===== src/sv/itd_pkg.sv =====
// ----------------------------------------------------------------------------
// itd_pkg: shared types and constants
// Field widths, time constants, operation and register codes of the interval
// timer.
// ----------------------------------------------------------------------------
package itd_pkg;

  localparam int SEC_W   = 27;
  localparam int USEC_W  = 20;
  localparam int INDEX_W = 3;
  localparam int DATA_W  = SEC_W;

  // one second in microseconds, one bit wider than a micros field
  localparam logic [USEC_W:0]  USEC_PER_SEC = (USEC_W + 1)'(1000000);
  localparam logic [USEC_W-1:0] MAX_MICROS  = USEC_W'(999999);
  localparam logic [SEC_W-1:0]  MAX_SECONDS = SEC_W'(100000000);

  // request operations
  localparam logic OP_TICK = 1'b0;
  localparam logic OP_LOAD = 1'b1;

  // configuration register indexes
  localparam logic [INDEX_W-1:0] REG_START_SECONDS     = INDEX_W'(0);
  localparam logic [INDEX_W-1:0] REG_START_MICROS      = INDEX_W'(1);
  localparam logic [INDEX_W-1:0] REG_PERIOD_SECONDS    = INDEX_W'(2);
  localparam logic [INDEX_W-1:0] REG_PERIOD_MICROS     = INDEX_W'(3);
  localparam logic [INDEX_W-1:0] REG_CLOCK_TICK_MICROS = INDEX_W'(4);

  localparam logic [USEC_W-1:0] TICK_RESET = USEC_W'(10000);

  typedef struct packed {
    logic [SEC_W-1:0]  sec;
    logic [USEC_W-1:0] usec;
  } timeval_t;

  typedef struct packed {
    timeval_t          start;
    timeval_t          period;
    logic [USEC_W-1:0] tick;
  } cfg_t;

  typedef struct packed {
    logic bad_value;
    logic running;
    logic expired;
  } flags_t;

endpackage


===== src/sv/itd_cfg_regs.sv =====
// ----------------------------------------------------------------------------
// itd_cfg_regs: configuration register file
// Holds start value, reload period and clock tick, written by index.
// ----------------------------------------------------------------------------
module itd_cfg_regs (
  input  logic                       clk,
  input  logic                       rst,
  input  logic                       wr_en,
  input  logic [itd_pkg::INDEX_W-1:0] wr_index,
  input  logic [itd_pkg::DATA_W-1:0]  wr_data,
  output itd_pkg::cfg_t              cfg
);

  always_ff @(posedge clk) begin
    if (rst) begin
      cfg.start.sec  <= '0;
      cfg.start.usec <= '0;
      cfg.period.sec  <= '0;
      cfg.period.usec <= '0;
      cfg.tick       <= itd_pkg::TICK_RESET;
    end else if (wr_en) begin
      case (wr_index)
        itd_pkg::REG_START_SECONDS:     cfg.start.sec   <= wr_data[itd_pkg::SEC_W-1:0];
        itd_pkg::REG_START_MICROS:      cfg.start.usec  <= wr_data[itd_pkg::USEC_W-1:0];
        itd_pkg::REG_PERIOD_SECONDS:    cfg.period.sec  <= wr_data[itd_pkg::SEC_W-1:0];
        itd_pkg::REG_PERIOD_MICROS:     cfg.period.usec <= wr_data[itd_pkg::USEC_W-1:0];
        itd_pkg::REG_CLOCK_TICK_MICROS: cfg.tick        <= wr_data[itd_pkg::USEC_W-1:0];
        default: ;
      endcase
    end
  end

endmodule


===== src/sv/itd_step.sv =====
// ----------------------------------------------------------------------------
// itd_step: timer update logic
// Validates and arms on a load; subtracts, borrows, flags expiry and reloads
// less the overshoot on a tick, or stops at zero for a zero period.
// ----------------------------------------------------------------------------
module itd_step (
  input  logic                      op,
  input  logic [itd_pkg::USEC_W-1:0] elapsed,
  input  itd_pkg::cfg_t             cfg,
  input  itd_pkg::timeval_t         rem,
  input  itd_pkg::timeval_t         armed,
  output itd_pkg::timeval_t         rem_next,
  output itd_pkg::timeval_t         armed_next,
  output itd_pkg::flags_t           flags
);

  localparam int SW = itd_pkg::SEC_W;
  localparam int UW = itd_pkg::USEC_W;

  logic [UW-1:0] tick_c;
  logic [UW-1:0] el_c;
  logic          start_ok;
  logic          period_ok;
  logic          active;
  logic          under;
  logic          borrow;
  logic [UW:0]   dec_us;
  logic [SW-1:0] dec_sec;
  logic [UW-1:0] over;
  logic          hit;
  logic          short_period;
  logic [UW:0]   rel_us;
  logic [SW-1:0] rel_sec;
  itd_pkg::timeval_t tick_val;

  // raise a small nonzero sub-second value to one clock tick
  function automatic logic [UW-1:0] round_up(input logic [SW-1:0] s,
                                            input logic [UW-1:0] us,
                                            input logic [UW-1:0] t);
    if (s == '0 && us != '0 && us < t) begin
      return t;
    end
    return us;
  endfunction

  always_comb begin
    tick_c    = (cfg.tick > itd_pkg::MAX_MICROS) ? itd_pkg::MAX_MICROS : cfg.tick;
    el_c      = (elapsed > itd_pkg::MAX_MICROS) ? itd_pkg::MAX_MICROS : elapsed;
    start_ok  = cfg.start.sec <= itd_pkg::MAX_SECONDS &&
                {1'b0, cfg.start.usec} < itd_pkg::USEC_PER_SEC;
    period_ok = cfg.period.sec <= itd_pkg::MAX_SECONDS &&
                {1'b0, cfg.period.usec} < itd_pkg::USEC_PER_SEC;
    active    = rem.sec != '0 || rem.usec != '0;

    borrow  = rem.usec < el_c;
    under   = borrow && rem.sec == '0;
    dec_us  = {1'b0, rem.usec} + (borrow ? itd_pkg::USEC_PER_SEC : '0) - {1'b0, el_c};
    dec_sec = rem.sec - (borrow ? SW'(1) : SW'(0));
    over    = under ? (el_c - rem.usec) : '0;
    hit     = under || (dec_sec == '0 && dec_us == '0);

    // reload less the overshoot; an overshoot beyond the whole period is dropped
    short_period = armed.usec < over;
    if (short_period && armed.sec == '0) begin
      rel_sec = armed.sec;
      rel_us  = {1'b0, armed.usec};
    end else if (short_period) begin
      rel_sec = armed.sec - SW'(1);
      rel_us  = {1'b0, armed.usec} + itd_pkg::USEC_PER_SEC - {1'b0, over};
    end else begin
      rel_sec = armed.sec;
      rel_us  = {1'b0, armed.usec} - {1'b0, over};
    end

    tick_val.sec  = dec_sec;
    tick_val.usec = dec_us[UW-1:0];

    rem_next        = rem;
    armed_next      = armed;
    flags.expired   = 1'b0;
    flags.bad_value = 1'b0;

    if (op == itd_pkg::OP_LOAD) begin
      if (!start_ok || !period_ok) begin
        flags.bad_value = 1'b1;
      end else begin
        rem_next.sec    = cfg.start.sec;
        rem_next.usec   = round_up(cfg.start.sec, cfg.start.usec, tick_c);
        armed_next.sec  = cfg.period.sec;
        armed_next.usec = round_up(cfg.period.sec, cfg.period.usec, tick_c);
      end
    end else if (active) begin
      if (hit) begin
        flags.expired = 1'b1;
        if (armed.sec != '0 || armed.usec != '0) begin
          rem_next.sec  = rel_sec;
          rem_next.usec = rel_us[UW-1:0];
        end else begin
          rem_next = '0;
        end
      end else begin
        rem_next = tick_val;
      end
    end

    flags.running = rem_next.sec != '0 || rem_next.usec != '0;
  end

endmodule


===== src/sv/interval_timer_decrement.sv =====
// ----------------------------------------------------------------------------
// interval_timer_decrement: seconds and microseconds interval timer
// Periodic timer with reload; load and tick requests in, one status out each.
// ----------------------------------------------------------------------------
// Requests enter on s_axis: tuser selects tick (0) or load (1), tdata carries
// the elapsed microseconds of a tick. A load arms the timer from the start
// and period registers or reports bad_value; a tick counts down, flags
// expiry and reloads from the latched period less the overshoot.
// Each request gives exactly one result on m_axis with the flags in tuser
// and the remaining time in tdata.
// After acceptance the request lands in the input register; the update logic
// then loads the output register whenever that register advances. One
// request is taken every cycle while m_axis does not stall; the timer state
// is updated in the same cycle as the output register, so each request sees
// the previous one's state.
// When m_axis stalls, the output and input registers hold and s_axis_tready
// drops once both are full; nothing is lost.
// Configuration writes on cfg_* are taken every cycle and should only be
// issued while no request is in flight.
// Reset clears the timer to zero, empties both registers and returns the
// configuration to its reset values (clock tick 10000 us).
// ----------------------------------------------------------------------------
module interval_timer_decrement (
  input  logic                        clk,
  input  logic                        rst,
  // request channel
  input  logic                        s_axis_tvalid,
  output logic                        s_axis_tready,
  input  logic [23:0]                 s_axis_tdata,  // [19:0] elapsed_micros
  input  logic                        s_axis_tuser,  // [0] operation
  // result channel
  output logic                        m_axis_tvalid,
  input  logic                        m_axis_tready,
  output logic [47:0]                 m_axis_tdata,  // [26:0] left_seconds,
                                                     // [46:27] left_micros
  output logic [2:0]                  m_axis_tuser,  // [0] expired, [1] running,
                                                     // [2] bad_value
  // configuration write channel
  input  logic                        cfg_valid,
  output logic                        cfg_ready,
  input  logic [itd_pkg::INDEX_W-1:0] cfg_index,
  input  logic [itd_pkg::DATA_W-1:0]  cfg_data
);

  localparam int UW = itd_pkg::USEC_W;

  itd_pkg::cfg_t     cfg;
  logic              in_valid;
  logic              in_op;
  logic [UW-1:0]     in_elapsed;
  logic              advance;
  itd_pkg::timeval_t rem;
  itd_pkg::timeval_t armed;
  itd_pkg::timeval_t rem_next;
  itd_pkg::timeval_t armed_next;
  itd_pkg::flags_t   flags_next;
  itd_pkg::flags_t   out_flags;
  itd_pkg::timeval_t out_time;
  logic              out_valid;

  assign cfg_ready = 1'b1;

  itd_cfg_regs u_cfg (
    .clk      (clk),
    .rst      (rst),
    .wr_en    (cfg_valid & cfg_ready),
    .wr_index (cfg_index),
    .wr_data  (cfg_data),
    .cfg      (cfg)
  );

  itd_step u_step (
    .op         (in_op),
    .elapsed    (in_elapsed),
    .cfg        (cfg),
    .rem        (rem),
    .armed      (armed),
    .rem_next   (rem_next),
    .armed_next (armed_next),
    .flags      (flags_next)
  );

  // the output register moves whenever it is empty or being taken
  assign advance       = !out_valid || m_axis_tready;
  assign s_axis_tready = !in_valid || advance;

  always_ff @(posedge clk) begin
    if (rst) begin
      in_valid <= 1'b0;
    end else if (s_axis_tready) begin
      in_valid <= s_axis_tvalid;
    end
    if (s_axis_tready && s_axis_tvalid) begin
      in_op      <= s_axis_tuser;
      in_elapsed <= s_axis_tdata[UW-1:0];
    end
  end

  always_ff @(posedge clk) begin
    if (rst) begin
      out_valid <= 1'b0;
      rem       <= '0;
      armed     <= '0;
    end else if (advance) begin
      out_valid <= in_valid;
      if (in_valid) begin
        rem   <= rem_next;
        armed <= armed_next;
      end
    end
    if (advance && in_valid) begin
      out_flags <= flags_next;
      out_time  <= rem_next;
    end
  end

  assign m_axis_tvalid = out_valid;
  assign m_axis_tuser  = {out_flags.bad_value, out_flags.running, out_flags.expired};
  assign m_axis_tdata  = {1'b0, out_time.usec, out_time.sec};

endmodule


===== config.mk =====
export PLATFORM = sky130hd
export DESIGN_NAME = interval_timer_decrement
export DESIGN_NICKNAME = d
export VERILOG_FILES = /design/src/sv/itd_pkg.sv /design/src/sv/itd_cfg_regs.sv /design/src/sv/itd_step.sv /design/src/sv/interval_timer_decrement.sv
export SDC_FILE = /design/constraint.sdc
export NUM_CORES = 1
export LEC_CHECK = 0
export BUFFER_PORTS_ARGS = -buffer_cell sky130_fd_sc_hd__buf_2
export CAP_MARGIN = 20
export CORE_ASPECT_RATIO = 0.6
export CORE_MARGIN = 8
export CORE_UTILIZATION = 25
export CTS_CLUSTER_DIAMETER = 50
export DETAILED_ROUTE_END_ITERATION = 7
export GPL_TIMING_DRIVEN = 0
export PLACE_DENSITY = 0.5
export SYNTH_ARGS = -nofsm -noshare
export SYNTH_HDL_FRONTEND = slang
export SYNTH_SLANG_ARGS = --single-unit

===== constraint.sdc =====
create_clock -name clk -period 10.5 [get_ports clk]
set_input_delay 1.05 -clock clk [delete_from_list [all_inputs] [get_ports clk]]
set_output_delay 1.05 -clock clk [all_outputs]
set_load 0.005 [all_outputs]

* Word-level counts from Yosys, hierarchy flattened
Cells that the tools add are included. W data, S select, Z words.
Word-level totals: flip-flop bits (word level) 281, input bits 60, output and inout port bits 54, logic and storage cells 113
Cells by class: $add $sub $neg 8, order comparisons 10, equal/unequal tests 4, mux-type cells 26, bitwise operators 2, reduce and logical (&&, ||, !) cells 45
Operator list (count):
- $mux W47 | 5
- $mux W20 | 10
- $logic_not A27 Y1 | 5
- $reduce_bool A20 Y1 | 5
- $reduce_bool A27 Y1 | 3
- $lt A20 B20 Y1 | 4
- $sub A20 B20 Y20 | 3
- $le A27 B27 Y1 const B | 2
- $mux W27 | 2
- $gt A20 B20 Y1 const B | 2
- $lt A20 B20 Y1 const B | 2
- $sub A27 B1 Y27 const B | 1
- $sub A27 B27 Y27 | 1
- $add A20 B21 Y21 | 1
- $logic_not A21 Y1 | 1
- $sub A21 B20 Y21 | 1
- $add A20 B20 Y20 const B | 1
- $reduce_and A2 Y1 | 6
- $logic_and A1 B1 Y1 | 11
- $mux W1 | 9
- $logic_or A1 B1 Y1 | 7
- $eq A3 B2 Y1 const B | 2
- $logic_not A1 Y1 | 4
- $reduce_and A4 Y1 | 1
- 5 further kinds | 6

* Longest topological paths before layout
depth in word-level cells 14, gate-level depth with buffers 36, depth with buffers taken out 33

* By module
A second synthesis with hierarchy kept.
Second synthesis, totals: cells, all modules 2595, area, all modules 21911.0 um^2
Modules (own cells, without submodules):
- itd_step | instances 1, cells each 1692, area an instance 10924.2 um^2, sequential area each 0.0 um^2
- interval_timer_decrement | instances 1, cells each 493, area an instance 6451.2 um^2, sequential area each 4053.9 um^2
- itd_cfg_regs | instances 1, cells each 410, area an instance 4535.6 um^2, sequential area each 2282.2 um^2

* Least setup slack after synthesis
No wires, ideal clock.
path type register -> register, from register in_elapsed[13], to register out_flags (netlist bit m_axis_tuser[1]) (data pin), library setup time 0.272 ns, arrival 7.524 ns, required time 10.228 ns, slack 2.705 ns, cell stages (with the launch flop) 31, path buffers 2, clock period less this slack 7.795 ns, path through edfxtp_1 > nor4_1 > nand2_1 > a21oi_1 > or2_2 > clkbuf_1 > nand2b_1 > ha_1 > nand3_1 > nor4_1 > o21ai_0 > a21oi_1 > and2_2 > clkbuf_1 > nand2b_1 > ha_1 > ha_1 > fa_1 > nor2b_1 > o311ai_0 > a21oi_1 > o21ai_0 > a211oi_1 > or4b_2 > a31o_2 > a21oi_1 > xor2_1 > a221oi_1 > a21oi_1 > o21ai_0 > or4_1
RTL lines:
- start, declared | line interval_timer_decrement.sv:50 | logic [UW-1:0] in_elapsed;
- start signal, assigned | line interval_timer_decrement.sv:95 | in_elapsed <= s_axis_tdata[UW-1:0];
- end signal, assigned | line interval_timer_decrement.sv:112 | out_flags <= flags_next;
- end, declared | line interval_timer_decrement.sv:57 | itd_pkg::flags_t out_flags;

==> impl_metrics.py <==
metrics = {
    "routing": {
        "vias": 20000,
        "drc": 0,
        "detail_route.wl_per_cell_um": 23.8,
        "route.detailed.vias_per_inst": 5.29,
        "drt_pre_antenna_iters": 5,
        "wirelength_um": 90000,
        "ant_nets": 0,
        "drt_iter0_drc": 2488,
    },
    "hold_path": {
        "holdCritPathClass": "reg2reg",
        "hp-start": "u_cfg.cfg[5]",
        "min_delay_path_depth": 2,
        "min_delay_worst_endpoint": "u_cfg.cfg[5]",
    },
    "floorplanning": {
        "ioPinCount": 114,
        "rows": 80,
        "height_of_the_chip_um": 234,
        "die_area_um2": 88800,
        "initial_util_pct": 25.1,
        "floorplan.core_area_um2": 79000,
        "die_w_um": 379,
    },
    "timing": {
        "timing.final.max_slew_violations": 0,
        "report.final.hold_viol_count": 0,
        "timing.clock.skew_ns": 0.0411,
        "rsz0062_at_grt": "no",
        "slew_headroom_pct": 16.8,
        "max_freq_mhz": 101,
        "final-setup-viol-count": 0,
        "fin_crit_ns": 9.90,
        "worst-slew-pin-transition_ns": 1.23,
        "finalCritPeriodShare_pct": 94.3,
        "whs_ns": 0.453,
    },
    "logic_synthesis": {
        "yosys_register_bits": 281,
        "synthesis.area_per_instance_um2": 7.80,
        "asyncSetResetFlopFracSynth_pct": 0,
        "synth-main-ff-cell": "dfxtp_1",
        "synth_nets": 2761,
        "synth.lib_cells_used.distinct": 108,
        "synth-edff-count": 71,
        "synth.yosys.seq_area_share_pct": 32.0,
        "syn_area_um2": 19800,
        "netlist_instances": 2540,
        "biggest_area_contributors_in_the_synthesized_netlist": "dfxtp_1, edfxtp_1, ha_1",
        "synth_largest_type_area_fraction_pct": 21.2,
        "dominant_cell_type_by_area_after_synthesis": "dfxtp_1",
        "synthesis.yosys.warnings": 0,
    },
    "critical_path": {
        "crit_path_end_kind": "flop",
        "crit_arrival_ns": 10.18,
        "regToRegEndpoint": "m_axis_tuser[1]",
        "worst_path_most_repeated_cell": "nand2_1",
        "worstPathRequired_ns": 10.78,
        "worst-path-buf-inv": 8,
        "timing.rr.start": "in_elapsed[12]",
        "crit_path_top_delay_cell": "or4_1",
        "crit_path_max_fanout": 13,
        "worstSetupPathType": "reg2reg",
        "timing.reg2reg.worst_path_depth": 31,
        "cp_slowest_stage_delay_ns": 0.61,
        "setup.reg_to_reg.worst_slack_ns": 0.60,
        "setup.worst_path.start_class": "flop",
        "critical_path.top_delay_family": "simple AND/OR/NAND/NOR gates",
    },
    "clock_tree": {
        "clock-root-buffer": "clkbuf_16",
        "cts_hold_repair.buffers": 0,
        "total_clock_sinks": 281,
        "worst_skew_pair.late_latency_ns": 0.60,
        "tritoncts.num_buffers": 39,
        "htreeDepth": 2,
        "cts_tree": "yes",
        "clk_path_buf_depth": 3,
        "clkTransAtPathRegs_ns": 0.06,
    },
    "global_route": {
        "global_route.overflow_total": 0,
        "globalRouteTotalUtil_pct": 19.7,
        "grt_max_degree": 52,
        "grt_pass1_vias": 18200,
        "first_pass_grt_wire_length_um": 130000,
        "grt_antenna_before_repair": 3,
    },
    "layout": {
        "layout-drive-gt1-share_pct": 10.0,
        "layout.cells.most_common": "nand2_1",
        "mostFrequentLayoutCells": "nand2_1, a21oi_1, dfxtp_1",
        "areaGrowthSynthToFinish_pct": 17.0,
        "nFillCells": 8603,
        "instances_no_fill": 3785,
        "finish.net_count": 2910,
    },
    "power": {
        "cellLeakagePower_uw": 0.00897,
        "worst_ir_drop_vdd_mv": 0.0873,
        "power.density_nw_per_um2": 171,
        "total_power_uw": 3970,
    },
    "outcome": {
        "outcome": "finished clean",
    },
    "flow_run": {
        "timing.max_cap.violations": 0,
    },
    "place": {
        "placement.io_buffers": 107,
        "replace_congestion": 1.00,
        "placed_cells": 3715,
        "dp_hpwl_um": 72600,
    },
}
-- power breakdown --
part           leakage [uW]  switching (uW)  internal, uW
logic               0.00591             902           419
registers           0.00239            53.7          1170
clock network      0.000673             596           830
total               0.00897            1550          2420
-- layout make-up --
cell class,instances,area (um2),share of cell area (%)
clock buffers,48,1070,4.62
plain buffers,134,606,2.61
clock inverters,22,314,1.36
well taps,1066,1330,5.76
repair buffers,110,598,2.58
flip-flops and latches,281,6340,27.4
inverters,165,619,2.67
multi-input cells,1958,12300,53.0
diodes,1,2.50,0.0108
-- cells by family (layout without fill, tap and decap cells) --
logic type | count (synthesis) | in the layout | share of synthesized area [%]
xor+xnor | 91 | 91 | 4.02
buf+inv | 301 | 479 | 6.18
fa+ha+maj | 161 | 161 | 11.0
simple gates | 1047 | 1047 | 25.5
flops | 281 | 281 | 32.0
other cells | 2 | 3 | 0.0379
mux | 23 | 23 | 1.21
compound gates | 634 | 634 | 20.0
-- worst reg2reg max path, delay by kind of cell (launching register included) --
family                     cells  cell delay, ns
adders and majority gates      3            0.96
AOI/OAI and AO/OA              7            1.98
DFF                            1            0.41
buffers and inverters          8            2.55
and+or+nand+nor               13            3.67
-- worst max path at each step --
stage,startpoint,to,slack [ns],cells past startpoint
floorplan,in_elapsed[13],m_axis_tuser[1],2.70,30
global placement,in_elapsed[12],m_axis_tuser[1],-0.81,32
detailed placement,in_elapsed[12],m_axis_tuser[1],-0.21,33
CTS,in_elapsed[12],m_axis_tuser[1],0.13,33
global route,in_elapsed[13],m_axis_tuser[1],0.30,31
finish,in_elapsed[12],m_axis_tuser[1],0.60,31
-- metrics by stage --
| stage | setup TNS [ns] | setup WS (ns) | instance area [um2] | utilization, % |
|---|---|---|---|---|
| after global routing | 0 | 0.299 | 23200 | 29.3 |
| after global placement | -0.809 | -0.809 | 21700 | 27.4 |
| after CTS | 0 | 0.128 | 23100 | 29.3 |
| after detailed placement | -0.208 | -0.208 | 21700 | 27.5 |
| after floorplan | 0 | 2.70 | 19800 | - |
| final | 0 | 0.597 | 23200 | 29.3 |
-- sequential cells by signal, indices dropped and copies added, names as in the netlist --
register and count:
in_valid 1, m_axis_tdata 47, in_op 1, m_axis_tuser 3
m_axis_tvalid 1, armed 47, rem 47, u_cfg.cfg 114
in_elapsed 20
-- layer usage --
layer	up-vias	global-route usage, %	part of all wire, %
li1	9318	-	-
met1	9589	31.1	50
met2	1012	26.3	38
met3	91	5.17	11
met4	2	3.20	1.4
met5	-	0	0.014
-- timing repair --
item | CTS | global route
resized for setup | 3 | 13
gates cloned | 0 | 0
setup buffers | 0 | 0
setup endpoints to repair | 1 | 1
-- synth_stat cells, drive strengths merged (17+ instances only) --
master	n
a211oi	44
and3	21
nand4	42
nor2b	17
nor2	192
o211ai	26
nand3	57
ha	138
nor3	71
fa	23
nand2	458
clkbuf	111
o21ai	96
nor4	55
buf	25
a21o	21
nand2b	28
edfxtp	71
inv	164
o21a	18
a21oi	285
xnor2	57
or4	24
a31oi	24
dfxtp	210
xor2	34
Power figures use the tool's default switching activity.
